`src/ptdm_ram.sv`:
```
module ptdm_ram #(
   parameter int WIDTH = 8,
   parameter int DEPTH = 16,
   localparam int ADDR_W = (DEPTH > 1) ? $clog2(DEPTH) : 1
) (
   input  logic              clock,
   input  logic              wr_en,
   input  logic [ADDR_W-1:0] wr_addr,
   input  logic [WIDTH-1:0]  wr_data,
   input  logic              rd_en,
   input  logic [ADDR_W-1:0] rd_addr,
   output logic [WIDTH-1:0]  rd_data
);

   logic [WIDTH-1:0] mem [DEPTH];
   logic [WIDTH-1:0] rd_data_ff;

   always_ff @(posedge clock) begin
      if (wr_en) begin
         mem[wr_addr] <= wr_data;
      end
      if (rd_en) begin
         rd_data_ff <= mem[rd_addr];
      end
   end

   assign rd_data = rd_data_ff;

endmodule

```
`config.mk`:
```
export PLATFORM = sky130hd
export DESIGN_NAME = ptdm_ram
export DESIGN_NICKNAME = d
export VERILOG_FILES = /design/src/ptdm_ram.sv
export SDC_FILE = /design/constraint.sdc
export NUM_CORES = 1
export LEC_CHECK = 0
export ABC_AREA = 1
export BUFFER_PORTS_ARGS = -buffer_cell sky130_fd_sc_hd__buf_2
export CORE_ASPECT_RATIO = 0.6
export CORE_MARGIN = 1.5
export CORE_UTILIZATION = 50
export CTS_CLUSTER_SIZE = 12
export DETAILED_ROUTE_END_ITERATION = 6
export PLACE_DENSITY_LB_ADDON = 0.05
export SLEW_MARGIN = 0
export SYNTH_ARGS = -nofsm -noshare
export SYNTH_HDL_FRONTEND = slang
export SYNTH_SLANG_ARGS = --single-unit
```
`constraint.sdc`:
```
create_clock -name clock -period 1.47 [get_ports clock]
set_input_delay 0.294 -clock clock [delete_from_list [all_inputs] [get_ports clock]]
set_output_delay 0.294 -clock clock [all_outputs]
set_load 0.02 [all_outputs]
```
---- Word-level counts from Yosys, hierarchy flattened ----
Memory sizes are Yosys's and may differ from the RTL's. A register that Yosys moved wholly into a read port is not among the register bits.
Cells that the tools add are included.
storage, ports and cells
  memories ................................ 1
  register bits after elaboration ......... 0
  bits in writable memories ............... 128
  word-level logic and storage cells ...... 3
operators by class
  multiplexer cells ....................... 2
memory list
  memory  depth  width  read ports  clocked after memory_dff  write ports  line  RTL
  mem     16     8      1           1                         1            15    logic [WIDTH-1:0] mem [DEPTH];
operators with widths
  kind               count
  1-bit two-way mux  2

---- Longest topological paths before layout ----
Gate-level depths: netlist (run 1).
  depth after elaboration ................. 2
  mapped depth ............................ 8

---- Least setup slack after synthesis (run 1) ----
Ideal clock, no wire load.
  kind .................................... input port to flip-flop
  start point ............................. input wr_addr[2]
  end point ............................... memory mem[10][0], enable pin
  setup time .............................. 370 ps
  path buffers ............................ 0
  arrival time ............................ 875 ps
  slack ................................... 225 ps
  stages on the path ...................... 2
  required time ........................... 1100 ps
  path through ............................ nand3b_1 > nor2_1
RTL lines
  what             line  RTL
  start, declared  8     input logic [ADDR_W-1:0] wr_addr,
  end, declared    15
Straight into the memory's write port.

---- Worst setup path in the final report (run 1) ----
  start point ............................. register rd_data_ff[4], in the netlist rd_data[4], read port of mem
  end point ............................... output rd_data[4]
RTL lines
  what             line  RTL
  start, declared  16    logic [WIDTH-1:0] rd_data_ff;
  end, declared    12    output logic [WIDTH-1:0] rd_data
No word-level cell between the ends.

==> results of run 1 <==
==> cells by family after synthesis <==
| logic type | share of synthesized area, % |
|---|---|
| AND/OR/NAND/NOR | 20.76 |
| flip-flops | 69.85 |
| buffers and inverters | 9.394 |
==> worst reg2reg max path: stages, from the launching register on <==
cell	delay (ns)
edfxtp_1	0.37
inv_1	0.07
nand2_1	0.05
nand3_1	0.09
nand3_1	0.14
nand3_1	0.18
nand2_1	0.07
==> synth_stat cells <==
cell type	n	area (um2)
buf_6	6	67.56
nand3_1	97	485.5
edfxtp_1	136	4084
inv_2	2	7.510
buf_1	1	3.750
inv_1	100	375.4
nand2_1	173	649.4
nor2_1	17	63.81
buf_4	4	30.03
buf_2	13	65.06
nand3b_1	2	15.01
==> registers in the layout, indices dropped and copies added, names as in the netlist <==
| name | cells |
|---|---|
| rd_data | 8 |
| mem | 128 |
==> power by group <==
part	total [uW]	internal [uW]	switching, uW
combinational	561	162	398
sequential	4400	4370	28.0
clock	3600	2090	1520
==> final cells by class <==
type | instances | share of cell area, %
flip-flops and latches | 136 | 60.66
multi-input cells | 289 | 18.03
clock buffers | 18 | 6.374
inverters | 102 | 5.687
repair buffers | 53 | 5.315
well taps | 160 | 2.973
clock inverters | 13 | 0.9664
==> per-layer routing <==
layer / up-vias / global-route usage [%] / share of wire (%)
met1: 1930 / 37.36 / 50
met3: 8 / 7.127 / 7.1
met5: - / 0 / 0
li1: 1878 / - / -
met2: 144 / 35.35 / 42
met4: 0 / 6.186 / 0.90
==> how the worst min path moves through the flow <==
stage / to / cells after the start
final: rd_data[7]$_DFFE_PP_ / 1
after global routing: rd_data[3]$_DFFE_PP_ / 1
after detailed placement: rd_data[7]$_DFFE_PP_ / 1
after global placement: rd_data[3]$_DFFE_PP_ / 1
after CTS: rd_data[7]$_DFFE_PP_ / 1
after floorplan: mem[0][0]$_DFFE_PP_ / 0
==> metrics by stage <==
stage	hold WS (ns)	cell area, um2	cells	TNS (ns)	util, %
3_5_place_dp	0.6811	6238	740	-0.2950	55.03
4_1_cts	0.2530	6733	771	0	59.39
2_1_floorplan	0.3929	5847	551	0	-
5_1_grt	0.2458	6733	771	0	59.39
6_report	0.2563	6733	771	0	59.39
3_3_place_gp	0.6766	6238	740	-0.1788	55.03
==> impl_summary.log, run 1 <==
INFO  metric status = completed
INFO  metric maxCapViolCount = 0
INFO  metric final-max-slew-violation-count = 0
INFO  metric worstSetupPathType = reg2out
INFO  metric initial_utilization = slightly above 50%
INFO  metric firstDrtPassIters = 6
INFO  metric skew_pair_late_insertion_delay = around 0.4 ns
INFO  metric critPathCapture = rd_data[4]
INFO  metric slowest_stage = edfxtp_1
INFO  metric worst_r2r_path_depth = 6
INFO  metric timing.critical_path.depth = 1
INFO  metric cts_tree = built
INFO  metric synth_seq_cells = around 140
INFO  metric critPathCaptureType = output pin
INFO  metric drt_wl_total = 13730 um
INFO  metric grt_usage = around a quarter
INFO  metric max_slew_headroom_at_the_worst_pin = about 60%
INFO  metric post_cts_resize_count = 0
INFO  metric holdBufCountCts = 0
INFO  metric timing.critical_path.cells = buf_2
INFO  metric synth.cell_area = between 0.005 and 0.006 mm2
INFO  metric worst_setup_path_startpoint = rd_data[4]$_DFFE_PP_
INFO  metric power_leakage = around 0.0029 uW
INFO  metric yosysWarnings = 0
INFO  metric num-fill-cells = a little under 1000
INFO  metric synth_sequential_area_ratio = 69.85%
INFO  metric post_cts.repair.setup_buffers = 0
INFO  metric design.portCount = 27
INFO  metric max_freq = 745.6 MHz
INFO  metric routed-via-count = roughly 4000
INFO  metric clock_path_buffers = 2
INFO  metric number_of_antenna_violations_at_the_first_check_in_global_routing = 0
INFO  metric r2r_end = rd_data[1]$_DFFE_PP_
INFO  metric worst_path_dominant_cell_family = flip-flops
INFO  metric timing.final.crit_period = 1.341 ns
INFO  metric worstHoldStart = rd_en
INFO  metric port_buffers = 26
INFO  metric placement.setup.worst_slack = -0.08142 ns
INFO  metric route.detailed.drc = 0
INFO  metric syn_inst = around 550
INFO  metric first_global_vias = 3792
INFO  metric detailedPlacementHpwl = 8747 um
INFO  metric area_of_the_die = 0.01237 mm2
INFO  metric cts.clk_slew.worst_paths = roughly 0.060 ns
INFO  metric drt.antenna.violating_nets = 0
INFO  metric rsz_0062_raised_after_global_routing = false
INFO  metric wl_per_cell = around 18 um
INFO  metric maximum_number_of_pins_on_one_net_before_global_route_repair = 45
INFO  metric power.total = 8564 uW
INFO  metric timing.critical_path.slowest_cell_delay = 0.45 ns
INFO  metric htree_levels = 4
INFO  metric grt_pass1_wl = between 20000 and 25000 um
INFO  metric detail_route.vias_per_cell = 5.136
INFO  metric synth_fp_nets = 570
INFO  metric die_width = about 140 um
INFO  metric r2r-start = mem[7][1]$_DFFE_PP_
INFO  metric layout.cells.most_common_list = 173 x nand2_1, 136 x edfxtp_1, 100 x inv_1, 97 x nand3_1, 26 x buf_2
INFO  metric ff2ff_setup_slack = between 0.2 and 0.3 ns
INFO  metric drt_first_iter_violations = ~350
INFO  metric timing_hold_violations_final = 0
INFO  metric critPathArrivalTime = 1.05 ns
INFO  metric clockRootBuffer = clkbuf_16
INFO  metric fin_crit_sh = 91.23%
INFO  metric fin_nets = ~620
INFO  metric area_taken_by_multi_input_logic_gates = about 0.0012 mm2
INFO  metric hold_class = in2reg
INFO  metric area_growth = 15.15%
INFO  metric most_common_cell_after_layout_fill_and_taps_aside = nand2_1
INFO  metric clock-skew-final = 0.007251 ns
INFO  metric worstMarginPinSlew = 0.5924 ns
INFO  metric number_of_diodes_added_for_antenna_fixing = 0
INFO  metric timing.critical_path.buf_inv = 1
INFO  metric synthDistinctLibCells = 11
INFO  metric max-vdd-ir-drop = slightly above 1 mV
INFO  metric die_y = ~87 um
INFO  metric post_synthesis_mean_instance_area = 10.61 um2
INFO  metric core = approximately 0.011 mm2
INFO  metric rows = 30
INFO  metric worstSetupStartpointType = register
INFO  metric gp_congestion = ~0.9
INFO  metric final_layout_size_suffix_gt1_share = 12.93%
INFO  metric overflow = 0
INFO  metric power-per-cell-area = around 1300 mW/mm2
INFO  metric critical_path_peak_fanout = 1
INFO  metric final-seq-area = between 0.004 and 0.005 mm2
INFO  metric clkSinkCount = about 140
INFO  metric cp_data_required_time = 1.18 ns
INFO  metric report.final.setup_viol = 0
INFO  metric crit_path_setup_slack_layout = 0.1288 ns
INFO  metric cts-buffers-inserted = 17
(Power assumes the default switching activity.)
==> run 2, diff against run 1 <==
- REMOVE_ABC_BUFFERS: not set -> 1
==> run 2 against run 1 <==
Net effect: flip-flop and latch count is the same; sequential power is essentially flat; first-iteration DRC count shrank 35%; clock power grew 15%; utilization grew 0.97 points; routed wire length shrank 3.5%; worst hold slack gained 0.024 ns; register-to-register slack gained 0.08 ns; worst setup slack lost 0.030 ns; critical path depth is the same; sequential share of layout area shrank 0.98 points.
==> impl_summary.log, run 2 (same netlist as run 1, synthesis figures left out) <==
INFO  metric register_ranked_first_by_flip_flop_count = mem
INFO  metric power_leakage = 0.002977 uW (+2.1%)
INFO  metric die_y = 86.76 um (unchanged)
INFO  metric detail_route.vias_per_cell = 4.904 (-4.5%)
INFO  metric routed-via-count = 3796 (-4.1%)
INFO  metric first_global_vias = 3663 (-3.4%)
INFO  metric final_cells = 774 (+0.39%)
INFO  metric port_buffers = 26 (unchanged)
INFO  metric timing.final.crit_period = 1.371 ns (+0.03015 ns)
INFO  metric cts-buffers-inserted = 17 (unchanged)
INFO  metric number_of_antenna_violations_at_the_first_check_in_global_routing = 0 (unchanged)
INFO  metric gp_congestion = 0.7952 (-14%)
INFO  metric critical_path_peak_fanout = 1 (unchanged)
INFO  metric most_common_cell_after_layout_fill_and_taps_aside = nand2_1
INFO  metric fin_nets = 621 (+0.49%)
INFO  metric final_core_utilization = 60.36% (+0.97 points)
INFO  metric worstHoldStart = rd_en
INFO  metric hold_end = rd_data[7]$_DFFE_PP_
INFO  metric clock_path_buffers = 2 (unchanged)
INFO  metric rsz_0062_raised_after_global_routing = false
INFO  metric critPathCaptureType = output pin
INFO  metric clockRootBuffer = clkbuf_16
INFO  metric worstSetupStartpointType = register
INFO  metric htree_levels = 4 (unchanged)
INFO  metric worstSetupPathType = reg2out
INFO  metric initial_utilization = 51.58% (unchanged)
INFO  metric area_of_the_die = 0.01237 mm2 (unchanged)
INFO  metric grt_pass1_wl = 20710 um (-4.5%)
INFO  metric worstMarginPinSlew = 0.6303 ns (+0.03794 ns)
INFO  metric timing.critical_path.slowest_cell_delay = 0.47 ns (+0.02 ns)
INFO  metric route.detailed.drc = 0 (unchanged)
INFO  metric clock-skew-final = 0.008445 ns (+0.001193 ns)
INFO  metric max_freq = 729.2 MHz (-2.2%)
INFO  metric status = completed
INFO  metric drt_wl_total = 13250 um (-3.5%)
INFO  metric skew_pair_late_insertion_delay = 0.41 ns (about the same)
INFO  metric num-fill-cells = 989 (+0.71%)
INFO  metric detailedPlacementHpwl = 8313 um (-5.0%)
INFO  metric overflow = 0 (unchanged)
INFO  metric wl_per_cell = 17.11 um (-3.9%)
INFO  metric clkSinkCount = 136 (unchanged)
INFO  metric placed_cell_area = 0.006274 mm2 (+0.56%)
INFO  metric r2r-start = mem[5][4]$_DFFE_PP_
INFO  metric report.final.setup_viol = 0 (unchanged)
INFO  metric design.portCount = 27 (unchanged)
INFO  metric maximum_number_of_pins_on_one_net_before_global_route_repair = 59 (+31%)
INFO  metric holdBufCountCts = 0 (unchanged)
INFO  metric critPathArrivalTime = 1.08 ns (+0.03 ns)
INFO  metric r2r_end = rd_data[4]$_DFFE_PP_
INFO  metric placedCellCount = 743 (+0.41%)
INFO  metric firstDrtPassIters = 4 (-2)
INFO  metric cp_data_required_time = 1.18 ns (about the same)
INFO  metric largest_register_ffs = 128 (unchanged)
INFO  metric final-seq-area = 0.004084 mm2 (unchanged)
INFO  metric rows = 30 (unchanged)
INFO  metric worst_r2r_path_depth = 6 (unchanged)
INFO  metric cts_tree = built
INFO  metric post_cts_resize_count = 0 (unchanged)
INFO  metric design_area = 0.006843 mm2 (+1.6%)
INFO  metric post_cts.repair.setup_buffers = 0 (unchanged)
INFO  metric hold_class = in2reg
INFO  metric timing.hold.worst_path_depth = 1 (unchanged)
INFO  metric core = 0.01134 mm2 (unchanged)
INFO  metric drt_first_iter_violations = 225 (-35%)
INFO  metric drt.antenna.violating_nets = 0 (unchanged)
INFO  metric timing.critical_path.buf_inv = 1 (unchanged)
INFO  metric fin_crit_sh = 93.29% (+2.1 points)
INFO  metric area_taken_by_multi_input_logic_gates = 0.001214 mm2 (unchanged)
INFO  metric area_growth = 17.03%
INFO  metric max_slew_headroom_at_the_worst_pin = 57.92% (-2.5 points)
INFO  metric final-max-slew-violation-count = 0 (unchanged)
INFO  metric die_width = 142.6 um (unchanged)
INFO  metric cts.clk_slew.worst_paths = 0.05 ns (about the same)
INFO  metric power.total = 9093 uW (+6.2%)
INFO  metric timing.critical_path.cells = buf_2
INFO  metric crit_path_setup_slack_layout = 0.09870 ns (-0.03015 ns)
INFO  metric worst_path_dominant_cell_family = flip-flops
INFO  metric maxCapViolCount = 0 (unchanged)
INFO  metric final_layout_size_suffix_gt1_share = 13.52% (+0.59 points)
INFO  metric placement.setup.worst_slack = -0.06026 ns (+0.02116 ns)
INFO  metric power-per-cell-area = 1329 mW/mm2 (+4.5%)
INFO  metric timing_hold_violations_final = 0 (unchanged)
INFO  metric layout.cells.most_common_list = 173 x nand2_1, 136 x edfxtp_1, 100 x inv_1, 97 x nand3_1, 27 x buf_4
INFO  metric grt_usage = 23.68% (-1.1 points)
INFO  metric ff2ff_setup_slack = 0.35 ns (+0.08 ns)
INFO  metric slowest_stage = edfxtp_1
INFO  metric number_of_diodes_added_for_antenna_fixing = 0 (unchanged)
INFO  metric max-vdd-ir-drop = 0.9137 mV (-12%)
-- run 2: changes by cell type in the layout (fill, tap and decap cells not counted), sizes merged --
cell,before,now
clkinv,10,6
clkinvlp,3,1
clkbuf,18,21
bufinv,0,3
buf,53,56
-- run 2: power by group --
| part | total, uW | switching [uW] | internal (uW) |
|---|---|---|---|
| Combinational | 548 | 381 | 167 |
| Clock | 4140 | 1510 | 2640 |
| Sequential | 4400 | 30.6 | 4370 |
| Total | 9090 | 1920 | 7180 |
-- run 2: cell type report --
type / instances / area share (%)
sequential: 136 / 59.68
multi-input combinational: 289 / 17.74
clock buffer: 21 / 6.436
timing repair buffer: 56 / 5.741
inverter: 102 / 5.595
tap: 160 / 2.926
clock inverter: 10 / 1.883
-- run 2: how the worst max path moves through the flow --
| stage | from | end | slack, ns | cells past startpoint |
|---|---|---|---|---|
| floorplan | rd_addr[0] | rd_data[2]$_DFFE_PP_ | 0.06 | 6 |
| global placement | rd_addr[1] | rd_data[4]$_DFFE_PP_ | -0.04 | 6 |
| detailed placement | rd_addr[1] | rd_data[4]$_DFFE_PP_ | -0.06 | 6 |
| CTS | rd_data[6]$_DFFE_PP_ | rd_data[6] | 0.09 | 1 |
| global route | rd_data[6]$_DFFE_PP_ | rd_data[6] | 0.08 | 1 |
| finish | rd_data[7]$_DFFE_PP_ | rd_data[7] | 0.1 | 1 |
-- run 2: layer usage --
layer	global-route usage, %	wire [um]	part of all wire (%)
met1	35.72	6342	48
met2	33.94	5825	44
met3	5.028	928	7.0
met4	8.622	150	1.1
met5	0	0	0
-- run 2: stage by stage --
step | hold slack, ns | setup TNS (ns)
CTS | 0.2626 | 0
floorplan | 0.3929 | 0
global route | 0.2611 | 0
detailed placement | 0.6900 | -0.09187
finish | 0.2801 | 0
global placement | 0.6904 | -0.05794
