===== src/ptdm_pkg.sv =====
package ptdm_pkg;

   localparam int TASK_ID_W = 4;
   localparam int MS_W      = 27;
   localparam int SEC_W     = 32;
   localparam int NSEC_W    = 30;
   localparam int MISS_W    = 16;
   localparam int QUOT_W    = 18;
   localparam int REM_W     = 10;

   localparam logic [MS_W-1:0]   MS_PER_SEC  = 27'd1000;
   localparam logic [NSEC_W-1:0] NS_PER_MS   = 30'd1000000;
   localparam logic [NSEC_W:0]   NS_PER_SEC  = 31'd1000000000;
   localparam logic [27:0]       RECIP_MS    = 28'd137438954;
   localparam int                RECIP_SHIFT = 37;
   localparam logic [MISS_W-1:0] MISS_MAX    = 16'hFFFF;

   typedef enum logic [1:0] {
      OP_CREATE   = 2'd0,
      OP_ACTIVATE = 2'd1,
      OP_CHECK    = 2'd2,
      OP_ADVANCE  = 2'd3
   } op_type;

   typedef enum logic [1:0] {
      STS_OK      = 2'd0,
      STS_FULL    = 2'd1,
      STS_NO_TASK = 2'd2
   } status_type;

   typedef enum logic [1:0] {
      S_IDLE = 2'd0,
      S_MUL  = 2'd1,
      S_ADD  = 2'd2,
      S_WB   = 2'd3
   } state_type;

   typedef struct packed {
      op_type                 opcode;
      logic [TASK_ID_W-1:0]   task_id;
      logic [SEC_W-1:0]       now_sec;
      logic [NSEC_W-1:0]      now_nsec;
      logic [MS_W-1:0]        period_ms;
      logic [MS_W-1:0]        deadline_ms;
   } req_type;

   typedef struct packed {
      logic [TASK_ID_W-1:0]   result_task;
      status_type             status;
      logic                   missed;
      logic [MISS_W-1:0]      miss_total;
      logic [SEC_W-1:0]       next_act_sec;
      logic [NSEC_W-1:0]      next_act_nsec;
      logic [SEC_W-1:0]       abs_dl_sec;
      logic [NSEC_W-1:0]      abs_dl_nsec;
   } rsp_type;

   typedef struct packed {
      logic [MS_W-1:0]        period_ms;
      logic [MS_W-1:0]        rel_dl_ms;
      logic [SEC_W-1:0]       act_sec;
      logic [NSEC_W-1:0]      act_nsec;
      logic [SEC_W-1:0]       dl_sec;
      logic [NSEC_W-1:0]      dl_nsec;
      logic [MISS_W-1:0]      miss;
   } entry_type;

endpackage


===== src/ptdm_time_add.sv =====
// Adds a millisecond count to a sec/nsec time. Two register stages, then the
// one-second carry fix in the output cycle. Runs every cycle, no enable.
module ptdm_time_add (
   input  logic                         clock,
   input  logic [ptdm_pkg::SEC_W-1:0]   base_sec,
   input  logic [ptdm_pkg::NSEC_W-1:0]  base_nsec,
   input  logic [ptdm_pkg::MS_W-1:0]    ms,
   output logic [ptdm_pkg::SEC_W-1:0]   sum_sec,
   output logic [ptdm_pkg::NSEC_W-1:0]  sum_nsec
);

   localparam int PROD_W = ptdm_pkg::MS_W + 28;

   logic [PROD_W-1:0]                prod;
   logic [ptdm_pkg::QUOT_W-1:0]      quot_ff;
   logic [ptdm_pkg::MS_W-1:0]        ms_ff;
   logic [ptdm_pkg::SEC_W-1:0]       sec1_ff;
   logic [ptdm_pkg::NSEC_W-1:0]      nsec1_ff;

   logic [ptdm_pkg::MS_W-1:0]        quot_ms;
   logic [ptdm_pkg::REM_W-1:0]       rem;
   logic [ptdm_pkg::NSEC_W-1:0]      nsec_add;
   logic [ptdm_pkg::SEC_W-1:0]       sec2_in;
   logic [ptdm_pkg::NSEC_W:0]        nsec2_in;
   logic [ptdm_pkg::SEC_W-1:0]       sec2_ff;
   logic [ptdm_pkg::NSEC_W:0]        nsec2_ff;
   logic [ptdm_pkg::NSEC_W:0]        nsec_wrap;
   logic                             carry;

   // ms / 1000 by reciprocal; exact for every 27-bit ms
   assign prod = PROD_W'(ms) * PROD_W'(ptdm_pkg::RECIP_MS);

   always_ff @(posedge clock) begin
      quot_ff  <= prod[ptdm_pkg::RECIP_SHIFT +: ptdm_pkg::QUOT_W];
      ms_ff    <= ms;
      sec1_ff  <= base_sec;
      nsec1_ff <= base_nsec;
   end

   always_comb begin
      quot_ms  = ptdm_pkg::MS_W'(quot_ff) * ptdm_pkg::MS_PER_SEC;
      rem      = ptdm_pkg::REM_W'(ms_ff - quot_ms);
      nsec_add = ptdm_pkg::NSEC_W'(rem) * ptdm_pkg::NS_PER_MS;
      sec2_in  = sec1_ff + ptdm_pkg::SEC_W'(quot_ff);
      nsec2_in = {1'b0, nsec1_ff} + {1'b0, nsec_add};
   end

   always_ff @(posedge clock) begin
      sec2_ff  <= sec2_in;
      nsec2_ff <= nsec2_in;
   end

   always_comb begin
      carry     = (nsec2_ff >= ptdm_pkg::NS_PER_SEC);
      nsec_wrap = nsec2_ff - ptdm_pkg::NS_PER_SEC;
      sum_nsec  = carry ? nsec_wrap[ptdm_pkg::NSEC_W-1:0] : nsec2_ff[ptdm_pkg::NSEC_W-1:0];
      sum_sec   = sec2_ff + ptdm_pkg::SEC_W'(carry);
   end

endmodule


===== config.mk =====
export PLATFORM = sky130hd
export DESIGN_NAME = ptdm_time_add
export DESIGN_NICKNAME = d
export VERILOG_FILES = /design/src/ptdm_pkg.sv /design/src/ptdm_time_add.sv
export SDC_FILE = /design/constraint.sdc
export NUM_CORES = 1
export LEC_CHECK = 0
export ABC_AREA = 1
export ABC_CLOCK_PERIOD_IN_PS = 8800
export BUFFER_PORTS_ARGS = -buffer_cell sky130_fd_sc_hd__clkbuf_2
export CORE_ASPECT_RATIO = 1.5
export CORE_MARGIN = 2
export CORE_UTILIZATION = 55
export CTS_CLUSTER_SIZE = 24
export DETAILED_ROUTE_END_ITERATION = 10
export GPL_ROUTABILITY_DRIVEN = 0
export GPL_TIMING_DRIVEN = 0
export PLACE_DENSITY = 0.74
export SLEW_MARGIN = 20
export SYNTH_ARGS = -nofsm -noshare
export SYNTH_HDL_FRONTEND = slang
export SYNTH_SLANG_ARGS = --single-unit

===== constraint.sdc =====
create_clock -name clock -period 8.8 [get_ports clock]
set_clock_uncertainty 0.2 [all_clocks]
set_input_delay 0.44 -clock clock [delete_from_list [all_inputs] [get_ports clock]]
set_output_delay 0.44 -clock clock [all_outputs]
set_load 0.01 [all_outputs]

Word level (Yosys, flattened, before mapping)
Index checks and enable logic that the tools add are counted.
- bits in registers: 153
- latch bits: 0
- bits in writable memories: 0
- ROM bits: 0
- input port bits: 90
- output and inout port bits: 62
- word-level logic and storage cells: 16
- memories kept: 0
- add/subtract/negate cells: 5
- multipliers: 3
- div/mod/pow operators: 0
- magnitude comparators: 1
- equal/unequal tests: 0
- shift operators: 0
- multiplexer cells: 1
- bitwise operators: 0
- reduce and logical (&&, ||, !) cells: 0
- operator list (cell ; number):
    $mul A27 B27 Y54 const B ; 1
    $add A32 B1 Y32 ; 1
    $add A32 B18 Y32 ; 1
    $add A30 B30 Y31 ; 1
    $ge A31 B30 Y1 const B ; 1
    $mux W30 ; 1
    $sub A30 B30 Y30 const B ; 1
    $mul A10 B14 Y24 const B ; 1
    $mul A18 B7 Y7 const B ; 1
    $sub A10 B10 Y10 ; 1

Depth between registers and ports, before layout
Gate-level depths: netlist (run 1).
- word-level depth: 4
- gate-level depth with buffers: 43
- gate-level depth less buffers: 43

Worst setup path before layout (run 1)
OpenSTA, ideal clock, no wires.
- path type: register to register
- start point: register quot_ff[0] (netlist bit)
- end point: register nsec2_ff[29] (netlist bit)
- setup time: 72 ps
- data arrival time: 7811 ps
- required time: 8528 ps
- slack: 717 ps
- cell stages (with the launch flop): 39
- path buffers: 0
- clock period less this slack: 8083 ps
- cell sequence: dfxtp_1 -> ha_1 -> ha_1 -> inv_1 -> fa_1 -> inv_1 -> fa_1 -> ha_1 -> xnor2_1 -> ha_1 -> nand2_1 -> inv_1 -> nand2_1 -> nand2_1 -> nor2_1 -> nor2_1 -> nor2_1 -> nand3_1 -> [... 3 more ...] -> fa_1 -> fa_1 -> inv_1 -> ha_1 -> ha_1 -> ha_1 -> nand2_1 -> nor3_1 -> and3_1 -> nand4_1 -> nand3_1 -> xor2_1 -> ha_1 -> nand2_1 -> nor4_1 -> nand3_1 -> nand3_1 -> xor2_1
- longest elaborated chain between the ends: 4
- ends and longest elaborated chain (element ; line ; text):
    start, declared ; ptdm_time_add.sv:15 ; logic [ptdm_pkg::QUOT_W-1:0] quot_ff;
    start signal, assigned ; ptdm_time_add.sv:34 ; quot_ff <= prod[ptdm_pkg::RECIP_SHIFT +: ptdm_pkg::QUOT_W];
    $mul A18 B7 Y7 ; ptdm_time_add.sv:41 ; quot_ms = ptdm_pkg::MS_W'(quot_ff) * ptdm_pkg::MS_PER_SEC;
    $sub A10 B10 Y10 ; ptdm_time_add.sv:42 ; rem = ptdm_pkg::REM_W'(ms_ff - quot_ms);
    $mul A10 B14 Y24 ; ptdm_time_add.sv:43 ; nsec_add = ptdm_pkg::NSEC_W'(rem) * ptdm_pkg::NS_PER_MS;
    $add A30 B30 Y31 ; ptdm_time_add.sv:45 ; nsec2_in = {1'b0, nsec1_ff} + {1'b0, nsec_add};
    named net nsec2_in, one bit ; ptdm_time_add.sv:24 ; logic [ptdm_pkg::NSEC_W:0] nsec2_in;
    end signal, assigned ; ptdm_time_add.sv:50 ; nsec2_ff <= nsec2_in;
    end, declared ; ptdm_time_add.sv:26 ; logic [ptdm_pkg::NSEC_W:0] nsec2_ff;
The timed path passes the listed nets, and every way through them passes these cells.

Worst setup path after layout (run 1)
- start point: register quot_ff[2] (netlist bit)
- end point: register nsec2_ff[27] (netlist bit)
Same word-level chain as after synthesis.

==> results of run 1 <==
state kept, by name (all words and copies together) (netlist names):
signal / count
sec2_ff: 32
sec1_ff: 32
ms_ff: 10
nsec1_ff: 30
nsec2_ff: 31
quot_ff: 18
layer usage:
| metal | share of wire, % | track usage (%) | vias to the layer above |
|---|---|---|---|
| met2 | 53 | 56.78 | 751 |
| met4 | 7.4 | 20.07 | 0 |
| met1 | 35 | 30.25 | 8919 |
| met3 | 4.5 | 2.812 | 274 |
| li1 | - | - | 9050 |
| met5 | 0 | 0 | - |
metrics by stage:
step | instances | worst slack, ps | TNS [ps] | instance area (sq um) | hold WS, ps
finish | 3491 | 324.4 | 0 | 25350 | 132.6
global route | 3491 | -97.07 | -268.8 | 25350 | 143.0
CTS | 3484 | 16.05 | 0 | 25120 | 136.8
detailed placement | 3388 | -451.6 | -1521 | 23680 | 113.5
global placement | 3388 | -345.9 | -963.9 | 23680 | 114.6
floorplan | 2731 | 717.1 | 0 | 22290 | 109.6
path summary, 6_finish.rpt:
kind,end,slack (ps),cells past startpoint
worst max-delay path,nsec2_ff[27]$_DFF_P_,320,37
worst min-delay path,nsec2_ff[5]$_DFF_P_,130,0
worst max register to register,nsec2_ff[27]$_DFF_P_,320,37
worst min register to register,nsec2_ff[5]$_DFF_P_,130,0
final cells by class:
cell class              instances  area, sq um
plain buffers                  14        110.1
clock inverters                14        175.2
fillers                      3347        14740
clock buffers                  18        439.2
flip-flops and latches        153         3075
multi-input cells            1901        16990
repair buffers                222         1444
inverters                     663         2489
well taps                     506        633.1
worst max-delay path: cells and delay by family, from the launching register on:
family | cells | cell delay [ps]
buffers and inverters | 5 | 260
AND/OR/NAND/NOR | 13 | 1620
XOR/XNOR | 3 | 420
adder cells (fa/ha/maj) | 13 | 5050
flip-flops | 1 | 370
AO/OA/AOI/OAI | 3 | 490
cell usage after synthesis, types with 4 or more instances:
cell type and instances:
nor2_1 179, a21oi_1 118, nand3_2 7, o21ai_0 69, xnor2_1 32, a21o_1 20
nor3_1 30, a31oi_1 13, a21boi_0 4, o21a_1 6, ha_1 427, buf_4 11
nand3_1 101, nor4_1 17, inv_1 657, fa_1 256, dfxtp_1 153, inv_2 6
o211ai_1 4, o21bai_1 11, nand4_1 29, nor2_2 5, o21ai_1 19, nand2_1 430
and3_1 6, xor2_1 88
cell families (layout without fill, tap and decap cells):
logic type                 count (synthesis)  in the layout  synth area share [%]
adders and majority gates                683            683                 46.95
DFF                                      153            153                 13.74
buffers and inverters                    677            931                 11.66
and+or+nand+nor                          818            818                 15.71
AOI/OAI and AO/OA                        279            279                 7.122
xor gates and xnor gates                 121            121                 4.821
repair_timing:
item                                    in CTS  in global routing
gates cloned                                 0                  0
hold endpoints to repair                    62                  0
pin swaps                                    6                 26
setup buffers                                2                  7
endpoints found under the setup margin       5                 10
gates resized for setup                     30                 40
hold buffers                                62                  0
==> metrics, run 1 <==
outcome=complete, no violations; Root Buffer=clkbuf_16; Rows=90; number of clock sinks=153; GRT Total Usage=29.74%; Mapped Area=22290 sq um; CTS tree=built; layout cells sized above 1=9.916%; Top FF cell, synth=dfxtp_1; DIE WIDTH=168.4 um; CTS clk-pin slew, worst paths=70 ps; Post-synth EDFFs=0; Longest Clk Path Bufs=2; HPWL Detailed=51.76 mm; total die area=42190 sq um; critical path required time=8960 ps; DRC Markers=0; commonest cells after routing, fill and taps aside=655 x inv_1, 418 x nand2_1, 415 x ha_1; vias=18994; Slew Limit Fails=0; Final Critical Period=8476 ps; vias in the first global route=20585; Slew HR=45.80%; most common cell after layout, fill and taps aside=inv_1; Hold Fails Final Rpt=0; initial antenna violation count=1; boundary pin count=152; part of the Yosys area used for sequential elements=13.74%; Starting Density=55.61%; critical path's slowest cell=fa_1; routed len/inst=17.70 um; Port Buffers=151; total of max-cap violations=0; ranking of synthesized cells by area=ha_1 24%, fa_1 23%, dfxtp_1 14%, inv_1 11%, nand2_1 7.2%; fmax=0.1180 GHz; DR vias/cell=5.441; CP peak stage delay=570 ps; Synth area leader=ha_1; DRT Pass-1 Iters=5; DRT Wirelength=61.80 mm; largest net degree at the start of global routing=17; Synth Register Bits=153; DR iter-0 viols=1173; synth warn=0; fin nets=3745; worst hold path type=register to register; HP Start=nsec1_ff[5]$_DFF_P_; post-synth cell types=48; final antenna diode count=0; startpoint types=register; Worst EP arrival=8630 ps; worst slew pin tran=804.5 ps; TritonCTS Buffers=17; syn nets=3504; CP max FO=6; Clk Latency, worst-skew pair=430 ps; endpoints failing setup=0; Post-synth ARST share=0%; Final Cycle Share=96.31%; Post-Syn Instances=2731; final core occ=63.24%; Layout area overhead=13.72%; Crit Path Category=register to register; worst reg2reg startpoint=quot_ff[2]$_DFF_P_; first-pass GRT wire length=98.97 mm; H-tree levels=4; Setup crit end kind=register; Die Y=250.6 um; Worst Setup SP=quot_ff[2]$_DFF_P_; Avg Cell Area, Syn=8.163 sq um; Yosys top cell area share=23.96%; grt total ovfl=0; Placeable Area=40090 sq um; Antenna Violating Nets Remaining=0
Power of run 1 is left out: the tool's default activity adds up to more than one toggle a clock period on the data nets, which glitch-free logic cannot reach.
==> inputs of run 2 (changes only) <==
- CORE_UTILIZATION: 55 -> 48
- PLACE_DENSITY: 0.74 -> 0.66
==> run 2 against run 1 <==
Worst hold slack got worse by 3.8 ps; global-route usage shrank 3.3 points; worst setup slack better by 40 ps; die area up 14%; critical endpoint is now nsec2_ff[28]$_DFF_P_; largest cell class unchanged.
==> metrics, run 2 (synthesized netlist as in run 1, its figures left out) <==
placed cell areas=23790 sq um (+0.43%); Worst EP arrival=8540 ps (-90 ps); cell area after layout=25380 sq um (+0.11%); register area=3073 sq um (about the same); Starting Density=48.72% (-6.9 points); commonest cells after routing, fill and taps aside=655 x inv_1, 418 x nand2_1, 417 x ha_1; startpoint types=register; DR vias/cell=5.279 (-3.0%); Final Cycle Share=95.86% (-0.45 points); layout cells sized above 1=9.664% (-0.25 points); DRT Wirelength=62.83 mm (+1.7%); outcome=complete, no violations; critical path's slowest cell=xor2_1; Crit Path Category=register to register; boundary pin count=152 (unchanged); fmax=0.1185 GHz (+0.47%); critical path required time=8900 ps (-60 ps); fin nets=3741 (-0.11%); routed len/inst=17.61 um (-0.53%); HPWL Detailed=53.31 mm (+3.0%); Root Buffer=clkbuf_16; vias=18834 (-0.84%); Clk Latency, worst-skew pair=440 ps (about the same); Die Y=268.0 um (+6.9%); DIE WIDTH=180.0 um (+6.9%); worst slew pin tran=890.4 ps (+85.95 ps); most common cell after layout, fill and taps aside=inv_1; total of max-cap violations=0 (unchanged); CP peak stage delay=740 ps (+170 ps); Hold Fails Final Rpt=0 (unchanged); TritonCTS Buffers=17 (unchanged); endpoints failing setup=0 (unchanged); grt total ovfl=0 (unchanged); CP max FO=8 (+2); H-tree levels=4 (unchanged); worst hold path type=register to register; Slew HR=40.44% (-5.4 points); final antenna diode count=0 (unchanged); Rows=96 (+6.7%); initial antenna violation count=1 (unchanged); Placeable Area=45760 sq um (+14%); DRC Markers=0 (unchanged); Slew Limit Fails=0 (unchanged); largest net degree at the start of global routing=17 (unchanged); Longest Clk Path Bufs=2 (unchanged); CTS clk-pin slew, worst paths=70 ps (about the same); Layout area overhead=13.85%; Most common cell on crit path=ha_1; Fill cells=4178 (+25%); Multi-input gate area=16950 sq um (-0.21%); Final Critical Period=8436 ps (-39.55 ps); DRT Pass-1 Iters=5 (unchanged); Antenna Violating Nets Remaining=0 (unchanged); largest registers=sec1_ff: 32 flops, sec2_ff: 32 flops, nsec2_ff: 31 flops; first-pass GRT wire length=100.4 mm (+1.5%); Setup crit end kind=register; number of clock sinks=153 (unchanged); vias in the first global route=19957 (-3.1%); CTS tree=built; DR iter-0 viols=878 (-25%); Port Buffers=151 (unchanged); total die area=48220 sq um (+14%); GRT Total Usage=26.42% (-3.3 points)
## run 2: cell count changes in the layout (fill, tap and decap cells not counted), sizes merged
cell,previous run,this run
buf,23,19
clkbuf,169,168
clkinv,3,2
clkinvlp,0,1
## run 2: what timing repair did
action | 4_1_cts | 5_1_grt
pin swaps | 0 | 21
setup endpoints to repair | 5 | 10
hold buffers | 62 | 0
endpoints found under the hold margin | 62 | 0
gates resized for setup | 14 | 52
cloned | 0 | 0
buffers inserted | 0 | 5
## run 2: routing by layer
layer	vias up	share of wire [%]	GRT usage [%]
met5	-	0	0
met4	0	6.9	16.24
met3	210	3.8	2.317
met2	564	53	51.03
met1	9010	36	27.55
li1	9050	-	-
## run 2: worst paths after layout
path	from	endpoint	slack, ps	cells past startpoint
worst min-delay path	nsec1_ff[5]$_DFF_P_	nsec2_ff[5]$_DFF_P_	130	0
worst max-delay path	quot_ff[2]$_DFF_P_	nsec2_ff[28]$_DFF_P_	360	28
worst min register to register	nsec1_ff[5]$_DFF_P_	nsec2_ff[5]$_DFF_P_	130	0
worst max register to register	quot_ff[2]$_DFF_P_	nsec2_ff[28]$_DFF_P_	360	28
## run 2: area by class of cell
type | instances | share of cell area (%)
Buffer | 14 | 0.4338
Clock buffer | 17 | 1.676
Inverter | 663 | 9.815
Clock inverter | 14 | 0.7050
Timing Repair Buffer | 218 | 5.571
Sequential cell | 153 | 12.11
Tap cell | 588 | 2.899
Multi-Input combinational cell | 1901 | 66.79
## run 2: through the flow
| step | utilization (%) | cells | worst slack [ps] | hold WS (ps) | TNS (ps) |
|---|---|---|---|---|---|
| after floorplan | - | 2731 | 717.1 | 109.6 | 0 |
| after global placement | 51.97 | 3470 | -306.6 | 112.9 | -895.2 |
| after detailed placement | 51.97 | 3470 | -323.1 | 114.3 | -1119 |
| after CTS | 54.82 | 3563 | 17.61 | 131.0 | 0 |
| after global routing | 55.46 | 3568 | -35.86 | 137.8 | -56.23 |
| final | 55.46 | 3568 | 364.0 | 128.8 | 0 |
## run 2: worst max-delay path: cells and delay by family (launching register included)
kind	cells	cell delay, ps
AOI/OAI and AO/OA	1	250
adders and majority gates	13	5080
xor gates and xnor gates	4	1270
DFF	1	370
and+or+nand+nor	7	970
buffers and inverters	3	150
Power of run 2 is left out for the same reason.
==> inputs of run 3 (changes only) <==
- RECOVER_POWER: unset -> 25
==> run 3 against run 2 <==
Clock-buffer cell count did not move; worst hold slack barely moved; maximum frequency barely moved; first-iteration DRC count rose by 4.8%; register-to-register slack barely moved; via count barely moved; global-route usage did not move; critical endpoint unchanged; highest routed layer unchanged.
==> metrics, run 3 (synthesized netlist as in run 1, its figures left out) <==
commonest cells after routing, fill and taps aside=655 x inv_1, 418 x nand2_1, 417 x ha_1; Final Cycle Share=95.90% (about the same); Most common cell on crit path=ha_1; final antenna diode count=0 (unchanged); total die area=48220 sq um (unchanged); worst hold path type=register to register; worst slew pin tran=893.9 ps (+3.475 ps); initial antenna violation count=1 (unchanged); DRT Wirelength=62.88 mm (about the same); startpoint types=register; Clk Latency, worst-skew pair=440 ps (about the same); H-tree levels=4 (unchanged); HPWL Detailed=53.31 mm (unchanged); vias in the first global route=19957 (unchanged); most common cell after layout, fill and taps aside=inv_1; Hold Fails Final Rpt=0 (unchanged); critical path's slowest cell=xor2_1; DRC Markers=0 (unchanged); HP Start=nsec1_ff[5]$_DFF_P_; CP max FO=8 (unchanged); outcome=complete, no violations; cell area after layout=25370 sq um (about the same); Final Critical Period=8439 ps (+3.349 ps); Die Y=268.0 um (unchanged); placed insts=3470 (unchanged); Port Buffers=151 (unchanged); placed cell areas=23790 sq um (unchanged); Placeable Area=45760 sq um (unchanged); DIE WIDTH=180.0 um (unchanged); DR vias/cell=5.281 (about the same); fin nets=3741 (unchanged); fin cells=3568 (unchanged); Root Buffer=clkbuf_16; Slew Limit Fails=0 (unchanged); largest net degree at the start of global routing=17 (unchanged); critical path required time=8900 ps (about the same); CTS tree=built; fmax=0.1185 GHz (about the same); CP peak stage delay=740 ps (about the same); Crit Path Category=register to register; DR iter-0 viols=920 (+4.8%); Rows=96 (unchanged); Antenna Violating Nets Remaining=0 (unchanged); routed len/inst=17.62 um (about the same); vias=18843 (+0.048%); grt total ovfl=0 (unchanged); Setup crit end kind=register; CTS clk-pin slew, worst paths=70 ps (about the same); total of max-cap violations=0 (unchanged); Slew HR=40.21% (-0.23 points); layout cells sized above 1=9.329% (-0.34 points); DRT Pass-1 Iters=5 (unchanged); boundary pin count=152 (unchanged); TritonCTS Buffers=17 (unchanged); worst reg2reg startpoint=quot_ff[2]$_DFF_P_; number of clock sinks=153 (unchanged); setup_tns=0 ps (unchanged); Layout area overhead=13.79% (about the same); GRT Total Usage=26.42% (unchanged); Worst Setup SP=quot_ff[2]$_DFF_P_; Starting Density=48.72% (unchanged); Post-Place Worst Slack=-323.1 ps (unchanged); Longest Clk Path Bufs=2 (unchanged); Worst EP arrival=8540 ps (about the same); first-pass GRT wire length=100.4 mm (unchanged); largest registers=sec1_ff: 32 flops, sec2_ff: 32 flops, nsec2_ff: 31 flops; PnR worst setup slack=360.6 ps (-3.349 ps); endpoints failing setup=0 (unchanged)
-- run 3: cell count changes in the layout (fill, tap and decap cells not counted) --
| cell | change |
|---|---|
| clkbuf_2 | -10 |
| clkbuf_1 | +10 |
-- run 3: timing repair --
action	in CTS	in global routing
hold endpoints to repair	62	0
setup buffers	0	5
pin swaps	0	21
setup endpoints to repair	5	10
hold buffers	62	0
resized for setup	14	52
-- run 3: metal layers --
layer | routed length [um] | share of wire (%) | track usage, %
met5 | 0 | 0 | 0
met4 | 4255 | 6.8 | 16.24
met3 | 2301 | 3.7 | 2.317
met2 | 33340 | 53 | 51.03
met1 | 22990 | 37 | 27.55
-- run 3: final timing paths --
check / slack, ps / depth (start not counted) / endpoint
worst max-delay path: 360 / 28 / nsec2_ff[28]$_DFF_P_
worst min-delay path: 130 / 0 / nsec2_ff[5]$_DFF_P_
worst max register to register: 360 / 28 / nsec2_ff[28]$_DFF_P_
worst min register to register: 130 / 0 / nsec2_ff[5]$_DFF_P_
-- run 3: per-stage QoR --
step	utilization, %	hold WS [ps]
2_1_floorplan	-	109.6
3_3_place_gp	51.97	112.9
3_5_place_dp	51.97	114.3
4_1_cts	54.82	131.0
5_1_grt	55.43	137.8
6_report	55.43	128.8
-- run 3: cell type report --
| cell class | count | area [sq um] |
|---|---|---|
| fill | 4182 | 20400 |
| multi-input combinational | 1901 | 16950 |
| sequential | 153 | 3073 |
| inverter | 663 | 2491 |
| timing repair buffer | 218 | 1401 |
| tap | 588 | 735.7 |
| clock buffer | 17 | 425.4 |
| clock inverter | 14 | 178.9 |
| buffer | 14 | 110.1 |
-- run 3: worst max-delay path: cells and delay by family, from the launching register on --
family / cells / cell delay, ps
DFF: 1 / 370
xor gates and xnor gates: 4 / 1270
and+or+nand+nor: 7 / 970
buffers and inverters: 3 / 150
AOI/OAI and AO/OA: 1 / 250
adders and majority gates: 13 / 5080
Power of run 3 is left out for the same reason.
